**config.mk**
```make
export PLATFORM = sky130hd
export DESIGN_NAME = downey_uniform_float_generator
export DESIGN_NICKNAME = d
export VERILOG_FILES = /design/src/hw/rtl/dufg_pkg.sv /design/src/hw/rtl/dufg_step.sv /design/src/hw/rtl/downey_uniform_float_generator.sv
export SDC_FILE = /design/constraint.sdc
export NUM_CORES = 1
export LEC_CHECK = 0
export ABC_AREA = 1
export BUFFER_PORTS_ARGS = -buffer_cell sky130_fd_sc_hd__buf_2
export CAP_MARGIN = 10
export CORE_MARGIN = 2
export CORE_UTILIZATION = 30
export CTS_CLUSTER_DIAMETER = 150
export DETAILED_ROUTE_END_ITERATION = 10
export SLEW_MARGIN = 20
export SYNTH_ARGS = -nofsm -noshare
export SYNTH_HDL_FRONTEND = slang
export SYNTH_SLANG_ARGS = --single-unit
```
**constraint.sdc**
```tcl
create_clock -name aclk -period 5.7 [get_ports aclk]
set_input_delay 0.285 -clock aclk [delete_from_list [all_inputs] [get_ports aclk]]
set_output_delay 0.285 -clock aclk [all_outputs]
set_load 0.05 [all_outputs]
```
**src/hw/rtl/dufg_pkg.sv**
```systemverilog
// dufg_pkg: types, constants and helper functions for the uniform float generator
// used by dufg_step and downey_uniform_float_generator; no dependencies
package dufg_pkg;

    localparam int WORD_W  = 32;
    localparam int EXP_W   = 7;
    localparam int HELD_W  = 24;
    localparam int MANT_W  = 23;
    localparam int FLOAT_W = 30;
    localparam int SUB_W   = 6;

    localparam logic [EXP_W-1:0] START_EXP = 7'd126;
    localparam logic [EXP_W-1:0] BYTE_EXP  = 7'd118;
    localparam logic [SUB_W-1:0] ZERO_SUB  = 6'd32;

    localparam logic [1:0] PH_FIRST = 2'd0;
    localparam logic [1:0] PH_EXP   = 2'd1;
    localparam logic [1:0] PH_MANT  = 2'd2;
    localparam logic [1:0] PH_BYTE  = 2'd3;

    typedef struct packed {
        logic [1:0]        phase;
        logic [EXP_W-1:0]  exp_acc;
        logic [HELD_W-1:0] held;
    } dufg_state_t;

    typedef struct packed {
        logic               valid;
        logic [FLOAT_W-1:0] bits;
    } dufg_result_t;

    // trailing zero count of a nonzero word, binary search in five steps
    function automatic logic [SUB_W-1:0] trailing_zeros(input logic [WORD_W-1:0] w);
        logic [WORD_W-1:0] v;
        logic [SUB_W-1:0]  n;
        v = w;
        n = '0;
        if (v[15:0] == 16'h0) begin
            n = n + 6'd16;
            v = v >> 16;
        end
        if (v[7:0] == 8'h0) begin
            n = n + 6'd8;
            v = v >> 8;
        end
        if (v[3:0] == 4'h0) begin
            n = n + 6'd4;
            v = v >> 4;
        end
        if (v[1:0] == 2'h0) begin
            n = n + 6'd2;
            v = v >> 2;
        end
        if (v[0] == 1'b0) begin
            n = n + 6'd1;
        end
        return n;
    endfunction

    // exponent field over the mantissa, rounded up on an empty mantissa with the top bit set
    function automatic logic [FLOAT_W-1:0] finish(input logic [HELD_W-1:0] bits24,
                                                   input logic [EXP_W-1:0] e);
        logic [MANT_W-1:0] mant;
        logic [EXP_W-1:0]  e_out;
        mant  = bits24[MANT_W-1:0];
        e_out = e;
        if (mant == '0 && bits24[HELD_W-1]) begin
            e_out = e + 7'd1;
        end
        return {e_out, mant};
    endfunction

endpackage

```
**src/hw/rtl/dufg_step.sv**
```systemverilog
// dufg_step: combinational next state and result for one accepted random word
// depends on dufg_pkg
module dufg_step import dufg_pkg::*; (
    input  logic [WORD_W-1:0] word,
    input  logic              mode,
    input  dufg_state_t       cur,
    output dufg_state_t       nxt,
    output dufg_result_t      res
);

    logic [SUB_W-1:0] tz;
    logic [SUB_W-1:0] sub;
    logic [EXP_W-1:0] exp_base;
    logic [EXP_W-1:0] exp_take;
    logic             take_done;
    logic             word_zero;

    assign word_zero = (word == '0);
    assign tz        = trailing_zeros(word);
    assign sub       = word_zero ? ZERO_SUB : tz;
    assign exp_base  = (cur.phase == PH_FIRST) ? START_EXP : cur.exp_acc;

    // one exponent word: clamp at zero, a nonzero word ends the exponent part
    always_comb begin
        if ({1'b0, sub} > exp_base) begin
            exp_take  = '0;
            take_done = 1'b1;
        end else begin
            exp_take  = exp_base - {1'b0, sub};
            take_done = !word_zero;
        end
    end

    always_comb begin
        nxt       = cur;
        res.valid = 1'b0;
        res.bits  = '0;
        case (cur.phase)
            PH_FIRST: begin
                if (mode) begin
                    nxt.held = word[WORD_W-1:8];
                    if (word[7:0] != 8'h0) begin
                        res.valid   = 1'b1;
                        res.bits    = finish(word[WORD_W-1:8], START_EXP - {1'b0, tz});
                        nxt.exp_acc = START_EXP;
                    end else begin
                        nxt.exp_acc = BYTE_EXP;
                        nxt.phase   = PH_BYTE;
                    end
                end else begin
                    nxt.exp_acc = exp_take;
                    nxt.phase   = take_done ? PH_MANT : PH_EXP;
                end
            end
            PH_EXP: begin
                nxt.exp_acc = exp_take;
                nxt.phase   = take_done ? PH_MANT : PH_EXP;
            end
            PH_MANT: begin
                res.valid   = 1'b1;
                res.bits    = finish(word[WORD_W-1:8], cur.exp_acc);
                nxt.exp_acc = START_EXP;
                nxt.phase   = PH_FIRST;
            end
            PH_BYTE: begin
                if (take_done) begin
                    res.valid   = 1'b1;
                    res.bits    = finish(cur.held, exp_take);
                    nxt.exp_acc = START_EXP;
                    nxt.phase   = PH_FIRST;
                end else begin
                    nxt.exp_acc = exp_take;
                end
            end
            default: begin
                nxt.phase = PH_FIRST;
            end
        endcase
    end

endmodule

```
**src/hw/rtl/downey_uniform_float_generator.sv**
```systemverilog
// downey_uniform_float_generator: uniform [0,1] single-precision floats from random words
// a result is registered and appears in the cycle after the request that completes it
// throughput: one random word per cycle while the output is not stalled, set by the combinational step logic
// the output register holds a result until taken; a request is taken alongside
// synchronous active-low reset: mode 0, idle phase, exponent 126, no result pending
module downey_uniform_float_generator import dufg_pkg::*; (
    input  logic        aclk,
    input  logic        aresetn,
    input  logic        cfg_valid,
    output logic        cfg_ready,
    input  logic        cfg_data,      // mode
    input  logic        s_tvalid,
    output logic        s_tready,
    input  logic [31:0] s_tdata,       // [31:0] random_word
    output logic        m_tvalid,
    input  logic        m_tready,
    output logic [31:0] m_tdata        // [29:0] float_bits, [31:30] zero
);

    logic               mode_reg;
    dufg_state_t        state_reg;
    dufg_state_t        state_next;
    dufg_result_t       step_res;
    logic               out_valid_reg;
    logic               out_valid_next;
    logic [FLOAT_W-1:0] out_bits_reg;
    logic               take_in;

    assign cfg_ready = 1'b1;
    assign s_tready  = !out_valid_reg || m_tready;
    assign take_in   = s_tvalid && s_tready;
    assign m_tvalid  = out_valid_reg;
    assign m_tdata   = {{(32 - FLOAT_W){1'b0}}, out_bits_reg};

    dufg_step u_step (
        .word (s_tdata),
        .mode (mode_reg),
        .cur  (state_reg),
        .nxt  (state_next),
        .res  (step_res)
    );

    always_comb begin
        out_valid_next = out_valid_reg && !m_tready;
        if (take_in && step_res.valid) begin
            out_valid_next = 1'b1;
        end
    end

    always_ff @(posedge aclk) begin
        if (!aresetn) begin
            mode_reg      <= 1'b0;
            state_reg     <= '{phase: PH_FIRST, exp_acc: START_EXP, held: '0};
            out_valid_reg <= 1'b0;
        end else begin
            if (cfg_valid) begin
                mode_reg <= cfg_data;
            end
            if (take_in) begin
                state_reg <= state_next;
            end
            out_valid_reg <= out_valid_next;
        end
    end

    always_ff @(posedge aclk) begin
        if (take_in && step_res.valid) begin
            out_bits_reg <= step_res.bits;
        end
    end

endmodule

```
==> reports/results.tsv, run 1 <==
stage	metric	value	unit
outcome	status	finished, final reports clean	
power_and_ir_drop	ir_drop	0.153	mV
floorplan	die-area	14700	um2
final_layout	drive_gt1_share	20.9	%
worst_setup_path	crit_slowest_cell	nor4_1	
cts	htree_levels	3	
worst_setup_path	crit_type	in2reg	
cts	path_clk_slew	0.06	ns
worst_setup_path	arrival	4.78	ns
cts	numCtsBuffers	9	
floorplan	io_pins	73	
logic_synthesis	ys_seq_area_share	38.8	%
global_route	first_global_vias	3846	
logic_synthesis	yosysTopAreaCell	edfxtp_1	
logic_synthesis	yosysWarnings	0	
route	wl_per_cell	14.9	um
route	vias	3958	
logic_synthesis	netlist_top_cells_count	inv_1, nand2_1, o21ai_0	
worst_setup_path	cp_max_fo	17	
global_route	antenna_found_initial	0	
power_and_ir_drop	power_frac_comb	21.4	%
final_layout	multi_input_area	2060	um2
final_layout	syn2layout_area_growth	20.8	%
logic_synthesis	synthTopCellsByArea	edfxtp_1, dfxtp_1, inv_1	
power_and_ir_drop	p_leak	2.27	nW
cts	post_cts_buffers	0	
power_and_ir_drop	power_switching	0.461	mW
timing	tns	0	ns
floorplan	fp.dieW	121	um
logic_synthesis	synth_ff_type	dfxtp_1	
timing	hold_viol_final	0	
route	ant_nets	0	
timing	timing.final.crit_share	82.5	%
final_layout	nFillCells	1413	
final_layout	largest_reg_flops	33	
worst_setup_path	critPathMaxStageDelay	0.47	ns
global_route	grt_overflow_total	0	
timing	clock_skew	0.00805	ns
global_route	grt_pass1_wl	19100	um
timing	fin_crit	4.70	ns
global_route	grt_usage	16.7	%
final_layout	stdcell_count	798	
logic_synthesis	yosys.cell_types.count	40	
timing	slew_viol_final	0	
cts	cts-root-buf	clkbuf_16	
logic_synthesis	syn_area_per_cell	7.56	um2
cts	cts_resized	0	
placement	port_buffers	69	
floorplan	core-area	13300	um2
placement	place_inst	782	
floorplan	start_util	30.9	%
route	drc	0	
worst_setup_path	cpLargestDelayFamily	simple AND/OR/NAND/NOR gates	
power_and_ir_drop	power.internal	0.997	mW
power_and_ir_drop	sequentialPowerShare	37.4	%
route	drt-total-wl	11900	um
logic_synthesis	synth.most_common_cell	inv_1	
cts	ctsLongestPathBuffers	2	
logic_synthesis	synth-async-reset-ratio	0	%
worst_setup_path	required	5.78	ns
final_layout	fin_nets	667	
logic_synthesis	synth_seq_cells	65	
logic_synthesis	syn_area	4130	um2
cts	holdBufCountCts	0	
logic_synthesis	syn_inst	546	
power_and_ir_drop	p_per_area	293	nW/um2
route	first_pass_iters	8	
route	drt-initial-drc-count	341	
worst_setup_path	critPathBufInv	4	
timing	setup_viol	0	
timing	timing.fmax	0.213	GHz
worst_setup_path	cp-start-kind	input pin	
final_layout	final-seq-area	1600	um2
final_layout	n_antenna_cell	0	
route	viasPerCell	4.96	
placement	dp_hpwl	9190	um
floorplan	rows	42	
power_and_ir_drop	p_clk_share	41.2	%
logic_synthesis	synth_top_cell_area_share	21.8	%
global_route	grt_max_degree	46	
cts	cts_tree	built	
timing	max_slew_margin	55.6	%
power_and_ir_drop	swShare	31.6	%
placement	globalplace.congestion	0.878	
worst_setup_path	worstSetupEndpointType	register	
timing	worstMarginPinSlew	0.663	ns
cts	cts.sinks	65	
flow_run	cap_violations	0	
cts	clkLatencyLatePin	0.35	ns
timing	rsz0062_at_grt	false	
floorplan	die_h	121	um
logic_synthesis	synth_edf_count	30	
hold_path	worstHoldPathType	in2reg	
==> per-layer routing <==
layer  track usage, %  routed length [um]
met5                0                   0
met4             7.11                 361
met3             4.14                 768
met2             27.7                5550
met1             20.5                5190
==> cell usage in the layout, fill, tap and decap left out, types with 3 or more instances in the layout <==
cell type	Yosys	layout
nand2_4	5	5
nand2_2	11	11
nand3_1	33	33
nor4_1	8	8
o21ai_0	52	52
nand2_1	70	70
buf_4	3	6
nand3_2	6	6
conb_1	2	3
edfxtp_1	30	30
nor2_1	44	43
o211ai_1	4	4
xor2_1	3	3
nor3_1	8	8
ha_1	11	11
clkbuf_16	0	9
dfxtp_1	35	35
inv_1	103	103
o22ai_1	20	20
a21oi_1	39	39
buf_2	1	69
nor2_8	4	4
nand4_1	18	18
nor2_4	3	3
==> cell type report <==
| class | count | share of cell area (%) |
|---|---|---|
| multi-input cells | 361 | 41.3 |
| flip-flops and latches | 65 | 32.1 |
| inverters | 105 | 7.91 |
| repair buffers | 75 | 7.83 |
| clock buffers | 9 | 4.52 |
| well taps | 176 | 4.42 |
| clock inverters | 7 | 1.91 |
==> power groups by stage <==
stage / Sequential [mW] / Combinational, mW / Clock [mW]
2_1_floorplan: 0.614 / 0.160 / 0
3_3_place_gp: 0.554 / 0.309 / 0
3_5_place_dp: 0.555 / 0.310 / 0
4_1_cts: 0.545 / 0.311 / 0.613
5_1_grt: 0.549 / 0.340 / 0.635
6_report: 0.545 / 0.312 / 0.602
==> logic make-up after synthesis <==
group	share of synthesized area, %
AO/OA/AOI/OAI	16.6
buffers and inverters	11.5
adder cells (fa/ha/maj)	3.82
AND/OR/NAND/NOR	27.6
XOR/XNOR	1.46
other	0.182
flip-flops	38.8
==> final timing paths <==
check                             startpoint                          to  slack (ns)  cells after the start
setup / recovery                 s_tdata[11]  out_bits_reg[27]$_DFFE_PP_         1.0                     34
hold / removal                     cfg_valid       mode_reg$_SDFFE_PN0P_        0.13                      2
setup reg to reg  state_reg[32]$_SDFFE_PN0P_  out_bits_reg[27]$_DFFE_PP_        2.07                     19
hold reg to reg   state_reg[31]$_SDFFE_PN0P_  state_reg[31]$_SDFFE_PN0P_        0.50                      2
==> metrics by stage <==
step                      hold slack, ns  total power [mW]  util [%]  setup WS (ns)  cell area (um2)
final                              0.134              1.46      37.3          0.996             4980
after CTS                          0.117              1.47      37.3           1.13             4980
after detailed placement           0.490             0.865      34.9          0.765             4660
after global placement             0.484             0.863      34.9           1.05             4660
after global routing               0.154              1.52      37.3          0.572             4980
after floorplan                    0.379             0.775         -           1.38             4130
No activity file was read; power rests on OpenSTA's default activity.
==> inputs of run 2 (changes only) <==
- clock period: 5.7 -> 4.3 ns (I/O delays scaled with it)
==> reports/results.tsv, run 2 (synthesis gave the netlist of run 1 again) <==
stage	metric	value	unit
worst_setup_path	cp_max_fo	9	
cts	htree_levels	3	
worst_setup_path	crit_slowest_cell	nor2_4	
power_and_ir_drop	p_per_area	360	nW/um2
final_layout	drive_gt1_share	27.9	%
timing	timing.fmax	0.249	GHz
power_and_ir_drop	p_leak	2.44	nW
timing	clock_skew	0.0108	ns
cts	path_clk_slew	0.06	ns
floorplan	fp.dieW	121	um
final_layout	final_cell_mix	inv_1, buf_2, nand2_1	
timing	timing.final.crit_share	93.6	%
floorplan	rows	42	
route	ant_nets	0	
final_layout	largest_reg_flops	33	
floorplan	start_util	30.9	%
hold_path	hp-start	cfg_valid	
timing	setup_viol	0	
final_layout	syn2layout_area_growth	29.3	%
cts	cts-root-buf	clkbuf_16	
cts	cts_tree	built	
route	drt-total-wl	12500	um
worst_setup_path	arrival	4.09	ns
final_layout	design_area	5340	um2
final_layout	nFillCells	1387	
global_route	grt_overflow_total	0	
route	wl_per_cell	15.1	um
worst_setup_path	cp-start-kind	input pin	
worst_setup_path	critPathMaxStageDelay	0.23	ns
outcome	status	finished, final reports clean	
timing	max_slew_margin	36.5	%
placement	dp_hpwl	9430	um
route	vias	4086	
global_route	first_global_vias	3930	
timing	hold_viol_final	0	
cts	cts.sinks	65	
flow_run	cap_violations	0	
placement	port_buffers	69	
route	viasPerCell	4.93	
floorplan	io_pins	73	
timing	worstMarginPinSlew	0.949	ns
cts	clkLatencyLatePin	0.35	ns
cts	holdBufCountCts	0	
final_layout	fin_nets	698	
route	drt-initial-drc-count	448	
timing	fin_crit	4.02	ns
placement	globalplace.congestion	0.878	
global_route	grt_usage	16.7	%
power_and_ir_drop	total_power	1.92	mW
worst_setup_path	required	4.37	ns
final_layout	n_antenna_cell	0	
worst_setup_path	rr_startpoint	state_reg[32]$_SDFFE_PN0P_	
worst_setup_path	cp-startpoint	s_tdata[1]	
power_and_ir_drop	ir_drop	0.175	mV
floorplan	die_h	121	um
hold_path	worstHoldPathType	in2reg	
timing	slew_viol_final	0	
cts	numCtsBuffers	9	
worst_setup_path	crit_type	in2reg	
global_route	antenna_found_initial	0	
floorplan	die-area	14700	um2
placement	placed_area	4850	um2
route	drc	0	
global_route	grt_max_degree	32	
floorplan	core-area	13300	um2
worst_setup_path	worstSetupEndpointType	register	
global_route	grt_pass1_wl	19100	um
final_layout	final_common_cell	inv_1	
cts	ctsLongestPathBuffers	2	
route	first_pass_iters	6	
[run 2: per-stage QoR]
stage | hold slack, ns | util [%] | setup slack [ns] | TNS (ns) | std cells
final | 0.0658 | 40.0 | 0.277 | 0 | 829
after CTS | 0.0563 | 38.6 | 0.298 | 0 | 821
after floorplan | 0.309 | - | 0.0520 | 0 | 547
after global routing | 0.0934 | 40.0 | -0.107 | -0.188 | 829
after detailed placement | 0.427 | 36.3 | -0.0577 | -0.0799 | 805
after global placement | 0.419 | 36.3 | 0.0912 | 0 | 805
[run 2: worst max-delay path, delay by kind of cell]
family | cells | cell delay [ns]
simple gates | 22 | 2.48
buf+inv | 4 | 0.29
fa+ha+maj | 2 | 0.37
compound gates | 6 | 0.72
[run 2: final cells by class]
class | count | area (um2) | share of cell area [%]
Inverter | 105 | 394 | 7.38
Clock inverter | 7 | 76.3 | 1.43
Timing Repair Buffer | 103 | 613 | 11.5
Clock buffer | 9 | 225 | 4.22
Tap cell | 176 | 220 | 4.12
Multi-Input combinational cell | 364 | 2210 | 41.4
Sequential cell | 65 | 1600 | 30.0
[run 2: repair_timing]
action,CTS,global route
buffers inserted,0,5
resized for setup,0,36
endpoints found under the hold margin,0,0
setup endpoints to repair,0,33
[run 2: worst paths after layout]
| kind | end | slack, ns | depth (start not counted) |
|---|---|---|---|
| worst min register to register | state_reg[28]$_SDFFE_PN1P_ | 0.51 | 2 |
| worst min-delay path | mode_reg$_SDFFE_PN0P_ | 0.07 | 2 |
| worst max register to register | out_bits_reg[29]$_DFFE_PP_ | 1.11 | 19 |
| worst max-delay path | out_bits_reg[29]$_DFFE_PP_ | 0.28 | 34 |
[run 2: report_power, final]
group	switching (mW)	leakage (nW)	internal (mW)
Clock	0.296	0.144	0.453
Combinational	0.314	1.72	0.135
Sequential	0.0209	0.570	0.702
[run 2: per-layer routing]
metal	global-route usage, %	part of all wire, %	vias to the layer above
met2	28.1	48	146
met4	6.32	2.2	0
met3	4.09	6.2	22
met1	20.6	44	1874
met5	0	0	-
li1	-	-	2044
